<file path="src/rtl/grwd_pkg.sv">
package grwd_pkg;

  localparam int unsigned GRID_SIZE  = 16;
  localparam int unsigned CELL_SHIFT = 14;
  localparam int unsigned POS_W      = 18;
  localparam int unsigned MAG_W      = 15;
  localparam int unsigned RATIO_W    = 31;
  localparam int unsigned NA_W       = 21;
  localparam int unsigned NB_W       = 40;
  localparam int unsigned D2_W       = 40;
  localparam int unsigned DIST_W     = 19;
  localparam int unsigned CFG_IDX_W  = 3;

  localparam logic [DIST_W-1:0] DIST_MAX = 19'h7FFFF;

  localparam logic [31:0] SIN_A = 32'd25719;
  localparam logic [31:0] SIN_B = 32'd10477;
  localparam logic [31:0] SIN_C = 32'd1142;

  localparam logic [CFG_IDX_W-1:0] CFG_ROWS_0  = 3'd0;
  localparam logic [CFG_IDX_W-1:0] CFG_ROWS_4  = 3'd1;
  localparam logic [CFG_IDX_W-1:0] CFG_ROWS_8  = 3'd2;
  localparam logic [CFG_IDX_W-1:0] CFG_ROWS_12 = 3'd3;

  typedef enum logic [4:0] {
    ST_IDLE,
    ST_SQ,
    ST_M1,
    ST_M2,
    ST_M3,
    ST_M4,
    ST_FAM,
    ST_DIV,
    ST_INIT,
    ST_NB,
    ST_WALK,
    ST_SQA,
    ST_SQB,
    ST_SUM,
    ST_PICK,
    ST_ROOT,
    ST_EMIT
  } state_e;

  typedef struct packed {
    logic               start;
    logic [RATIO_W-1:0] num;
    logic [MAG_W-1:0]   den;
  } div_req_t;

  typedef struct packed {
    logic               done;
    logic [RATIO_W-1:0] quo;
  } div_rsp_t;

endpackage

</file>
<file path="src/rtl/grwd_div.sv">
module grwd_div (
  input  logic               clk_i,
  input  logic               rst_ni,
  input  grwd_pkg::div_req_t req_i,
  output grwd_pkg::div_rsp_t rsp_o
);

  logic [grwd_pkg::RATIO_W-1:0] quo_q;
  logic [grwd_pkg::MAG_W-1:0]   rem_q, den_q, rem_d;
  logic [4:0]                   cnt_q;
  logic                         busy_q, done_q;
  logic [grwd_pkg::MAG_W:0]     trial;
  logic                         ge;

  assign trial = {rem_q, quo_q[grwd_pkg::RATIO_W-1]};
  assign ge    = trial >= {1'b0, den_q};
  assign rem_d = ge ? grwd_pkg::MAG_W'(trial - {1'b0, den_q})
                    : grwd_pkg::MAG_W'(trial);

  always_ff @(posedge clk_i or negedge rst_ni) begin
    if (!rst_ni) begin
      busy_q <= 1'b0;
      done_q <= 1'b0;
      cnt_q  <= '0;
    end else begin
      done_q <= 1'b0;
      if (req_i.start) begin
        busy_q <= 1'b1;
        cnt_q  <= 5'(grwd_pkg::RATIO_W);
      end else if (busy_q) begin
        cnt_q <= cnt_q - 5'd1;
        if (cnt_q == 5'd1) begin
          busy_q <= 1'b0;
          done_q <= 1'b1;
        end
      end
    end
  end

  always_ff @(posedge clk_i) begin
    if (req_i.start) begin
      quo_q <= req_i.num;
      den_q <= req_i.den;
      rem_q <= '0;
    end else if (busy_q) begin
      rem_q <= rem_d;
      quo_q <= {quo_q[grwd_pkg::RATIO_W-2:0], ge};
    end
  end

  assign rsp_o.done = done_q;
  assign rsp_o.quo  = quo_q;

endmodule

</file>
<file path="src/rtl/grid_ray_wall_distance_unit.sv">
// Casts one ray over a 16 by 16 occupancy map of 16384-unit cells and returns the distance to the
// first wall, the side that was hit and a hit flag. Per word it computes sine and cosine on the
// shared multiplier, then per line family waits on the divider for the slope, walks up to 17 cell
// steps and, on a hit, squares the distance on the multiplier; then it takes the square root, loads
// the output register and returns to idle. The input is stalled from acceptance until the result
// is loaded into the output register.
module grid_ray_wall_distance_unit (
  input  logic                            clk_i,
  input  logic                            rst_ni,
  input  logic                            in_valid_i,
  output logic                            in_stall_o,
  input  logic [grwd_pkg::POS_W-1:0]      ray_x_i,
  input  logic [grwd_pkg::POS_W-1:0]      ray_y_i,
  input  logic [11:0]                     ray_angle_i,
  output logic                            out_valid_o,
  input  logic                            out_stall_i,
  output logic [grwd_pkg::DIST_W-1:0]     wall_distance_o,
  output logic                            wall_found_o,
  output logic                            hit_side_o,
  input  logic                            cfg_valid_i,
  output logic                            cfg_ready_o,
  input  logic [grwd_pkg::CFG_IDX_W-1:0]  cfg_index_i,
  input  logic [63:0]                     cfg_data_i
);

  grwd_pkg::state_e state_q, state_d;

  logic [63:0] map_q [4];

  logic [grwd_pkg::POS_W-1:0]   px_q, py_q;
  logic [11:0]                  ang_q;
  logic                         pass_q, pass_d, fam_q, fam_d;
  logic [63:0]                  p_q, p_d;
  logic [grwd_pkg::MAG_W-1:0]   x2_q, x2_d, sin_mag_q, sin_mag_d, cos_mag_q, cos_mag_d;
  logic [grwd_pkg::RATIO_W-1:0] ratio_q, ratio_d;
  logic [grwd_pkg::NA_W-1:0]    na_q, na_d;
  logic [grwd_pkg::NB_W-1:0]    nb_q, nb_d;
  logic [29:0]                  stepb_q, stepb_d;
  logic [4:0]                   cnt_q, cnt_d;
  logic                         hv_q, hv_d, hh_q, hh_d;
  logic [grwd_pkg::D2_W-1:0]    dv_q, dv_d, dh_q, dh_d, e_q, e_d;
  logic [grwd_pkg::D2_W-1:0]    v_q, v_d, res_q, res_d, bit_q, bit_d;
  logic                         found_q, found_d, side_q, side_d;
  logic                         out_valid_q, out_valid_d;
  logic [grwd_pkg::DIST_W-1:0]  dist_q, dist_d;
  logic                         ofound_q, ofound_d, oside_q, oside_d;

  logic [1:0]  q_s, q_c;
  logic [13:0] u;
  logic [14:0] sin_x, cos_x, x_sel;
  logic        sin_neg, cos_neg;
  logic [31:0] mul_a, mul_b, inner, outer;

  logic [grwd_pkg::MAG_W-1:0]   num_mag, den_mag;
  logic [grwd_pkg::POS_W-1:0]   pa, pb;
  logic                         sa_neg, sb_neg, sb_zero;
  logic [3:0]                   base, ca, cb, row, col;
  logic [4:0]                   base_p1;
  logic [grwd_pkg::NA_W-1:0]    na_init, da_full, ea_full;
  logic [63:0]                  db_sum;
  logic [30:0]                  db;
  logic [grwd_pkg::NB_W-1:0]    eb_full;
  logic [31:0]                  stepb_sum;
  logic                         in_grid, occ, fam_end, emit_ok;
  logic                         horiz;
  logic [grwd_pkg::D2_W-1:0]    root_sum;
  logic                         root_ge;

  grwd_pkg::div_req_t div_req;
  grwd_pkg::div_rsp_t div_rsp;

  grwd_div u_div (
    .clk_i  (clk_i),
    .rst_ni (rst_ni),
    .req_i  (div_req),
    .rsp_o  (div_rsp)
  );

  assign q_s     = ang_q[11:10];
  assign q_c     = q_s + 2'd1;
  assign u       = {ang_q[9:0], 4'd0};
  assign sin_x   = q_s[0] ? 15'd16384 - {1'b0, u} : {1'b0, u};
  assign cos_x   = q_c[0] ? 15'd16384 - {1'b0, u} : {1'b0, u};
  assign x_sel   = pass_q ? cos_x : sin_x;
  assign sin_neg = q_s[1];
  assign cos_neg = q_c[1];

  assign inner = grwd_pkg::SIN_B - {18'd0, p_q[27:14]};
  assign outer = grwd_pkg::SIN_A - {18'd0, p_q[27:14]};

  assign num_mag = fam_q ? cos_mag_q : sin_mag_q;
  assign den_mag = fam_q ? sin_mag_q : cos_mag_q;
  assign pa      = fam_q ? py_q : px_q;
  assign pb      = fam_q ? px_q : py_q;
  assign sa_neg  = fam_q ? sin_neg : cos_neg;
  assign sb_neg  = fam_q ? cos_neg : sin_neg;
  assign sb_zero = (num_mag == '0);

  assign base    = pa[17:14];
  assign base_p1 = {1'b0, base} + 5'd1;
  assign na_init = sa_neg ? {3'd0, base, 14'd0} - 21'd1 : {2'd0, base_p1, 14'd1};
  assign da_full = sa_neg ? {3'd0, pa} - na_init : na_init - {3'd0, pa};

  assign db_sum    = p_q + 64'd32768;
  assign db        = db_sum[46:16];
  assign stepb_sum = {1'b0, ratio_q} + 32'd2;

  assign in_grid = (na_q[20:18] == 3'd0) && (nb_q[39:18] == '0);
  assign ca      = na_q[17:14];
  assign cb      = nb_q[17:14];
  assign row     = fam_q ? ca : cb;
  assign col     = fam_q ? cb : ca;
  assign occ     = map_q[row[3:2]][{row[1:0], col}];
  assign ea_full = (na_q >= {3'd0, pa}) ? na_q - {3'd0, pa} : {3'd0, pa} - na_q;
  assign eb_full = (nb_q >= {22'd0, pb}) ? nb_q - {22'd0, pb} : {22'd0, pb} - nb_q;

  assign fam_end = ((state_q == grwd_pkg::ST_FAM) && (den_mag == '0))
                || ((state_q == grwd_pkg::ST_WALK)
                    && (!in_grid || (!occ && cnt_q == 5'(grwd_pkg::GRID_SIZE))))
                || (state_q == grwd_pkg::ST_SUM);

  assign emit_ok  = !out_valid_q || !out_stall_i;
  assign horiz    = hh_q && (!hv_q || (dh_q < dv_q));
  assign root_sum = res_q + bit_q;
  assign root_ge  = v_q >= root_sum;

  assign div_req.start = (state_q == grwd_pkg::ST_FAM) && (den_mag != '0);
  assign div_req.num   = {num_mag, 16'd0} + {17'd0, den_mag[14:1]};
  assign div_req.den   = den_mag;

  always_comb begin
    state_d = state_q;
    unique case (state_q)
      grwd_pkg::ST_IDLE: if (in_valid_i) state_d = grwd_pkg::ST_SQ;
      grwd_pkg::ST_SQ:   state_d = grwd_pkg::ST_M1;
      grwd_pkg::ST_M1:   state_d = grwd_pkg::ST_M2;
      grwd_pkg::ST_M2:   state_d = grwd_pkg::ST_M3;
      grwd_pkg::ST_M3:   state_d = grwd_pkg::ST_M4;
      grwd_pkg::ST_M4:   state_d = pass_q ? grwd_pkg::ST_FAM : grwd_pkg::ST_SQ;
      grwd_pkg::ST_FAM: begin
        if (fam_end) state_d = fam_q ? grwd_pkg::ST_PICK : grwd_pkg::ST_FAM;
        else state_d = grwd_pkg::ST_DIV;
      end
      grwd_pkg::ST_DIV:  if (div_rsp.done) state_d = grwd_pkg::ST_INIT;
      grwd_pkg::ST_INIT: state_d = grwd_pkg::ST_NB;
      grwd_pkg::ST_NB:   state_d = grwd_pkg::ST_WALK;
      grwd_pkg::ST_WALK: begin
        if (fam_end) state_d = fam_q ? grwd_pkg::ST_PICK : grwd_pkg::ST_FAM;
        else if (occ) state_d = grwd_pkg::ST_SQA;
      end
      grwd_pkg::ST_SQA:  state_d = grwd_pkg::ST_SQB;
      grwd_pkg::ST_SQB:  state_d = grwd_pkg::ST_SUM;
      grwd_pkg::ST_SUM:  state_d = fam_q ? grwd_pkg::ST_PICK : grwd_pkg::ST_FAM;
      grwd_pkg::ST_PICK: state_d = grwd_pkg::ST_ROOT;
      grwd_pkg::ST_ROOT: if (bit_q == '0) state_d = grwd_pkg::ST_EMIT;
      grwd_pkg::ST_EMIT: if (emit_ok) state_d = grwd_pkg::ST_IDLE;
      default:           state_d = grwd_pkg::ST_IDLE;
    endcase
  end

  always_comb begin
    mul_a       = '0;
    mul_b       = '0;
    pass_d      = pass_q;
    fam_d       = fam_q;
    x2_d        = x2_q;
    sin_mag_d   = sin_mag_q;
    cos_mag_d   = cos_mag_q;
    ratio_d     = ratio_q;
    na_d        = na_q;
    nb_d        = nb_q;
    stepb_d     = stepb_q;
    cnt_d       = cnt_q;
    hv_d        = hv_q;
    hh_d        = hh_q;
    dv_d        = dv_q;
    dh_d        = dh_q;
    e_d         = e_q;
    v_d         = v_q;
    res_d       = res_q;
    bit_d       = bit_q;
    found_d     = found_q;
    side_d      = side_q;
    dist_d      = dist_q;
    ofound_d    = ofound_q;
    oside_d     = oside_q;
    out_valid_d = out_valid_q && out_stall_i;

    unique case (state_q)
      grwd_pkg::ST_IDLE: begin
        pass_d = 1'b0;
        fam_d  = 1'b0;
        hv_d   = 1'b0;
        hh_d   = 1'b0;
      end
      grwd_pkg::ST_SQ: begin
        mul_a = {17'd0, x_sel};
        mul_b = {17'd0, x_sel};
      end
      grwd_pkg::ST_M1: begin
        x2_d  = p_q[28:14];
        mul_a = {17'd0, p_q[28:14]};
        mul_b = grwd_pkg::SIN_C;
      end
      grwd_pkg::ST_M2: begin
        mul_a = {17'd0, x2_q};
        mul_b = inner;
      end
      grwd_pkg::ST_M3: begin
        mul_a = {17'd0, x_sel};
        mul_b = outer;
      end
      grwd_pkg::ST_M4: begin
        if (pass_q) cos_mag_d = p_q[28:14];
        else sin_mag_d = p_q[28:14];
        pass_d = 1'b1;
      end
      grwd_pkg::ST_DIV: ratio_d = div_rsp.quo;
      grwd_pkg::ST_INIT: begin
        na_d  = na_init;
        cnt_d = '0;
        mul_a = {17'd0, da_full[14:0]};
        mul_b = {1'b0, ratio_q};
      end
      grwd_pkg::ST_NB: begin
        stepb_d = stepb_sum[31:2];
        if (sb_zero) nb_d = {22'd0, pb};
        else if (sb_neg) nb_d = {22'd0, pb} - {9'd0, db};
        else nb_d = {22'd0, pb} + {9'd0, db};
      end
      grwd_pkg::ST_WALK: begin
        na_d  = sa_neg ? na_q - 21'(1 << grwd_pkg::CELL_SHIFT)
                       : na_q + 21'(1 << grwd_pkg::CELL_SHIFT);
        if (!sb_zero) begin
          nb_d = sb_neg ? nb_q - {10'd0, stepb_q} : nb_q + {10'd0, stepb_q};
        end
        cnt_d = cnt_q + 5'd1;
        if (in_grid && occ) begin
          na_d = na_q;
          nb_d = nb_q;
        end
      end
      grwd_pkg::ST_SQA: begin
        mul_a = {12'd0, ea_full[19:0]};
        mul_b = {12'd0, ea_full[19:0]};
      end
      grwd_pkg::ST_SQB: begin
        e_d   = p_q[grwd_pkg::D2_W-1:0];
        mul_a = {12'd0, eb_full[19:0]};
        mul_b = {12'd0, eb_full[19:0]};
      end
      grwd_pkg::ST_SUM: begin
        if (fam_q) begin
          hh_d = 1'b1;
          dh_d = e_q + p_q[grwd_pkg::D2_W-1:0];
        end else begin
          hv_d = 1'b1;
          dv_d = e_q + p_q[grwd_pkg::D2_W-1:0];
        end
      end
      grwd_pkg::ST_PICK: begin
        found_d = hv_q || hh_q;
        side_d  = horiz;
        v_d     = horiz ? dh_q : (hv_q ? dv_q : '0);
        res_d   = '0;
        bit_d   = grwd_pkg::D2_W'(1) << 38;
      end
      grwd_pkg::ST_ROOT: begin
        if (bit_q != '0) begin
          if (root_ge) begin
            v_d   = v_q - root_sum;
            res_d = (res_q >> 1) + bit_q;
          end else begin
            res_d = res_q >> 1;
          end
          bit_d = bit_q >> 2;
        end
      end
      grwd_pkg::ST_EMIT: begin
        if (emit_ok) begin
          out_valid_d = 1'b1;
          ofound_d    = found_q;
          oside_d     = found_q && side_q;
          if (!found_q || res_q > {21'd0, grwd_pkg::DIST_MAX}) dist_d = grwd_pkg::DIST_MAX;
          else dist_d = res_q[grwd_pkg::DIST_W-1:0];
        end
      end
      default: ;
    endcase

    if (fam_end) fam_d = 1'b1;
    p_d = mul_a * mul_b;
  end

  always_ff @(posedge clk_i or negedge rst_ni) begin
    if (!rst_ni) begin
      state_q     <= grwd_pkg::ST_IDLE;
      out_valid_q <= 1'b0;
      for (int i = 0; i < 4; i++) begin
        map_q[i] <= '0;
      end
    end else begin
      state_q     <= state_d;
      out_valid_q <= out_valid_d;
      if (cfg_valid_i) begin
        unique case (cfg_index_i)
          grwd_pkg::CFG_ROWS_0:  map_q[0] <= cfg_data_i;
          grwd_pkg::CFG_ROWS_4:  map_q[1] <= cfg_data_i;
          grwd_pkg::CFG_ROWS_8:  map_q[2] <= cfg_data_i;
          grwd_pkg::CFG_ROWS_12: map_q[3] <= cfg_data_i;
          default: ;
        endcase
      end
    end
  end

  always_ff @(posedge clk_i) begin
    if (state_q == grwd_pkg::ST_IDLE && in_valid_i) begin
      px_q  <= ray_x_i;
      py_q  <= ray_y_i;
      ang_q <= ray_angle_i;
    end
    pass_q    <= pass_d;
    fam_q     <= fam_d;
    p_q       <= p_d;
    x2_q      <= x2_d;
    sin_mag_q <= sin_mag_d;
    cos_mag_q <= cos_mag_d;
    ratio_q   <= ratio_d;
    na_q      <= na_d;
    nb_q      <= nb_d;
    stepb_q   <= stepb_d;
    cnt_q     <= cnt_d;
    hv_q      <= hv_d;
    hh_q      <= hh_d;
    dv_q      <= dv_d;
    dh_q      <= dh_d;
    e_q       <= e_d;
    v_q       <= v_d;
    res_q     <= res_d;
    bit_q     <= bit_d;
    found_q   <= found_d;
    side_q    <= side_d;
    dist_q    <= dist_d;
    ofound_q  <= ofound_d;
    oside_q   <= oside_d;
  end

  assign in_stall_o      = (state_q != grwd_pkg::ST_IDLE);
  assign cfg_ready_o     = 1'b1;
  assign out_valid_o     = out_valid_q;
  assign wall_distance_o = dist_q;
  assign wall_found_o    = ofound_q;
  assign hit_side_o      = oside_q;

endmodule
</file>
<file path="config.mk">
export PLATFORM = sky130hd
export DESIGN_NAME = grid_ray_wall_distance_unit
export DESIGN_NICKNAME = d
export VERILOG_FILES = /design/src/rtl/grwd_pkg.sv /design/src/rtl/grwd_div.sv /design/src/rtl/grid_ray_wall_distance_unit.sv
export SDC_FILE = /design/constraint.sdc
export NUM_CORES = 2
export LEC_CHECK = 0
export BUFFER_PORTS_ARGS = -buffer_cell sky130_fd_sc_hd__buf_2
export CAP_MARGIN = 10
export CORE_UTILIZATION = 25
export CTS_CLUSTER_SIZE = 8
export DETAILED_ROUTE_END_ITERATION = 10
export SLEW_MARGIN = 40
export SYNTH_ARGS = -nofsm -noshare
export SYNTH_HDL_FRONTEND = slang
export SYNTH_HIERARCHICAL = 1
export SYNTH_SLANG_ARGS = --single-unit
</file>
<file path="constraint.sdc">
create_clock -name clk_i -period 15.01 [get_ports clk_i]
set_input_delay 3.002 -clock clk_i [delete_from_list [all_inputs] [get_ports clk_i]]
set_output_delay 3.002 -clock clk_i [all_outputs]
set_load 0.1 [all_outputs]
</file>
==> reports/metrics.csv <==
metric;value;unit
P_sw;8.91;mW
sequential power share;20.3;%
Final Hold Vio Count;0;
Post-DRT Antenna Nets;0;
ys async rst share;32.4;%
CP max stage cell;dfxtp_4;
total grt overflow;0;
CTS tree;yes;
IO Port Bufs;142;
Max Cap Viol;0;
commonest non-fill, non-tap cells in the layout;858 x inv_1, 802 x nor2_1, 692 x nand2_1, 540 x fa_1, 499 x edfxtp_1;
die area;296000;um^2
global-route wire length before repair;352000;um
Final HPWL DP;170000;um
sequential cell area fraction in the yosys report;31.3;%
CTS Sinks;831;
largest net degree at the start of global routing;98;
final count of pins violating max slew;0;
htree depth;3;
synthesized flop and latch total;831;
Peak Freq;77.2;MHz
Max clock buf depth;3;
CP Max Fanout;53;
power after layout;17.8;mW
most used cell, CP;fa_1;
status;finished, final reports clean;
Int Pwr;8.91;mW
CTS root buf;clkbuf_16;
filler instances;30800;
P&R area growth vs syn;12.7;%
initial core utilization;25.2;%
post_cts resized;0;
commonest non-fill, non-tap cell in the layout;inv_1;
CP arrival;13.57;ns
dpl ws;2.28;ns
setup tns final;0;ns
routed via count;58200;
design area;82800;um^2
I/O pin total;144;
Sw Ratio;50.0;%
Final min period;12.96;ns
Hold/Removal Path Class;flip-flop to flip-flop;
CP endpoint kind;flip-flop;
vias per cell;4.91;
Worst-path clk slew;0.06;ns
Cell Pwr Density;215;nW/um^2
Fin Clk Skew;0.0757;ns
Slew @ Worst Pin;0.915;ns
Synth cell types;105;
RSZ-0062 raised after global routing;no;
Gate power share;65.3;%
Nets;9023;
worst vdd ir;200;uV
DRT Pass-1 Iters;8;
gpl congestion;0.969;
Clock Power Share;14.5;%
Placement Cell Area;79200;um^2
routed len/inst;19.3;um
TritonCTS Buffers;117;
final wirelength;229000;um
Std-Cell Rows;198;
final setup vio count;0;
Synth Flop Type;edfxtp_1;
CTS Hold Bufs;0;
flip-flop and latch area;23000;um^2
overall die height;544;um
DRT iter0 DRCs;5188;
max layer used;met5;
relative slew slack;38.5;%
met3 WL;18000;um
Avg Cell Area, Syn;9.43;um^2
Clock Latency Late Sink;0.78;ns
Post-synth EDFFs;499;
vias in the first global route;57200;
core area;292000;um^2
yosys warns;6;
Syn Std Cell Area;73500;um^2
Routed met2 length;103000;um
postcts setup bufs;0;
wire length on met1;100000;um
Worst Path Class, Setup;flip-flop to flip-flop;
crit path launch type;flip-flop;
area occupied by multi-input gates;46400;um^2
Leak Pwr;34.4;nW
Die W;544;um
# DRC;0;
Final WS setup;2.05;ns
Critical Path Max Stage Delay;0.77;ns
layout cells sized above 1;10.7;%
critical path required time;15.62;ns
synthesized instance count;7787;
gr usage total;15.3;%
initial antenna violation count;18;
Tcrit/Tclk final;86.3;%
-- cell type report --
| class | count | share of cell area, % |
|---|---|---|
| Multi-Input combinational cell | 5787 | 56.0 |
| Tap cell | 3900 | 5.89 |
| Clock buffer | 195 | 4.00 |
| Inverter | 862 | 3.91 |
| Timing Repair Buffer | 266 | 2.13 |
| Sequential cell | 831 | 27.8 |
| Clock inverter | 9 | 0.275 |
| Antenna cell | 4 | 0.0121 |
-- flip-flops by register name (all words and copies together), names as in the netlist, 8 cells and up --
name             count
u_div/quo_q         31
p_q                 47
u_div/rem_q         15
dh_q                40
u_div/den_q         15
map_q              256
wall_distance_o     19
ang_q               12
stepb_q             30
px_q                18
na_q                 8
cos_mag_q           15
e_q                 40
ratio_q             31
res_q               40
nb_q                40
py_q                18
bit_q               20
dv_q                40
sin_mag_q           15
x2_q                15
v_q                 40
-- cells in the mapped netlist (123+ instances only) --
library cell    n  share of area (%)
o22ai_1       157                1.3
a31oi_1       123                1.0
a21o_1        140                1.4
ha_1          498                8.5
nor2_1        809                4.1
edfxtp_1      499                 20
mux2_2        320                4.9
xnor2_1       252                3.0
a21oi_1       364                2.5
dfrtp_1       269                9.2
xor2_1        172                2.1
inv_1         859                4.4
nand3_1       143               0.97
o21ai_0       328                2.2
fa_1          540                 15
nand2_1       698                3.6
clkbuf_1      288                1.5
-- routing by layer --
| metal | up-vias | GRT usage, % |
|---|---|---|
| li1 | 27000 | - |
| met1 | 28700 | 20.8 |
| met2 | 2091 | 24.5 |
| met3 | 354 | 2.88 |
| met4 | 14 | 4.77 |
| met5 | - | 0 |
-- stage by stage --
step	hold WS, ns	utilization, %	std cells
after floorplan	0.412	-	7833
after global placement	0.431	27.1	11600
after detailed placement	0.434	27.2	11600
after CTS	0.392	28.4	11800
after global routing	0.396	28.4	11900
final	0.380	28.4	11900
-- power groups by stage --
| stage | Clock [mW] | Combinational (mW) | Sequential, mW |
|---|---|---|---|
| final | 2.58 | 11.6 | 3.61 |
| after floorplan | 0 | 8.28 | 3.44 |
| after global placement | 0 | 11.4 | 3.63 |
| after detailed placement | 0 | 11.5 | 3.64 |
| after CTS | 2.64 | 11.6 | 3.60 |
| after global routing | 2.73 | 13.0 | 3.67 |
-- worst paths after layout --
path                       slack, ns           end  cells after the start  startpoint
max in group asynchronous      11.62  u_div/done_q                      3      rst_ni
min in group asynchronous       2.18    map_q[123]                      1      rst_ni
hold / removal                  0.38       e_q[13]                      0     p_q[13]
hold reg to reg                 0.38       e_q[13]                      0     p_q[13]
setup / recovery                2.05       p_q[45]                     35       fam_q
setup reg to reg                2.05       p_q[45]                     35       fam_q
-- kinds of logic (layout without fill, tap and decap cells) --
| logic type | Yosys count | in the layout | share of synthesized area [%] |
|---|---|---|---|
| buffers and inverters | 1215 | 1332 | 6.29 |
| AO/OA/AOI/OAI | 1646 | 1646 | 14.5 |
| other | 2 | 52 | 0.0102 |
| flip-flops | 831 | 831 | 31.3 |
| multiplexers | 393 | 393 | 5.90 |
| XOR/XNOR | 424 | 424 | 5.06 |
| AND/OR/NAND/NOR | 2238 | 2238 | 13.8 |
| adder cells (fa/ha/maj) | 1038 | 1038 | 23.2 |
-- critical path: cells and delay by family, from the launching register on --
kind | cells | cell delay (ns)
mux | 2 | 0.89
flops | 1 | 0.77
compound gates | 11 | 3.41
fa+ha+maj | 9 | 4.46
buf+inv | 7 | 1.56
simple gates | 5 | 1.48
xor+xnor | 1 | 0.18
Note: power is estimated with default switching activity, not from simulation.
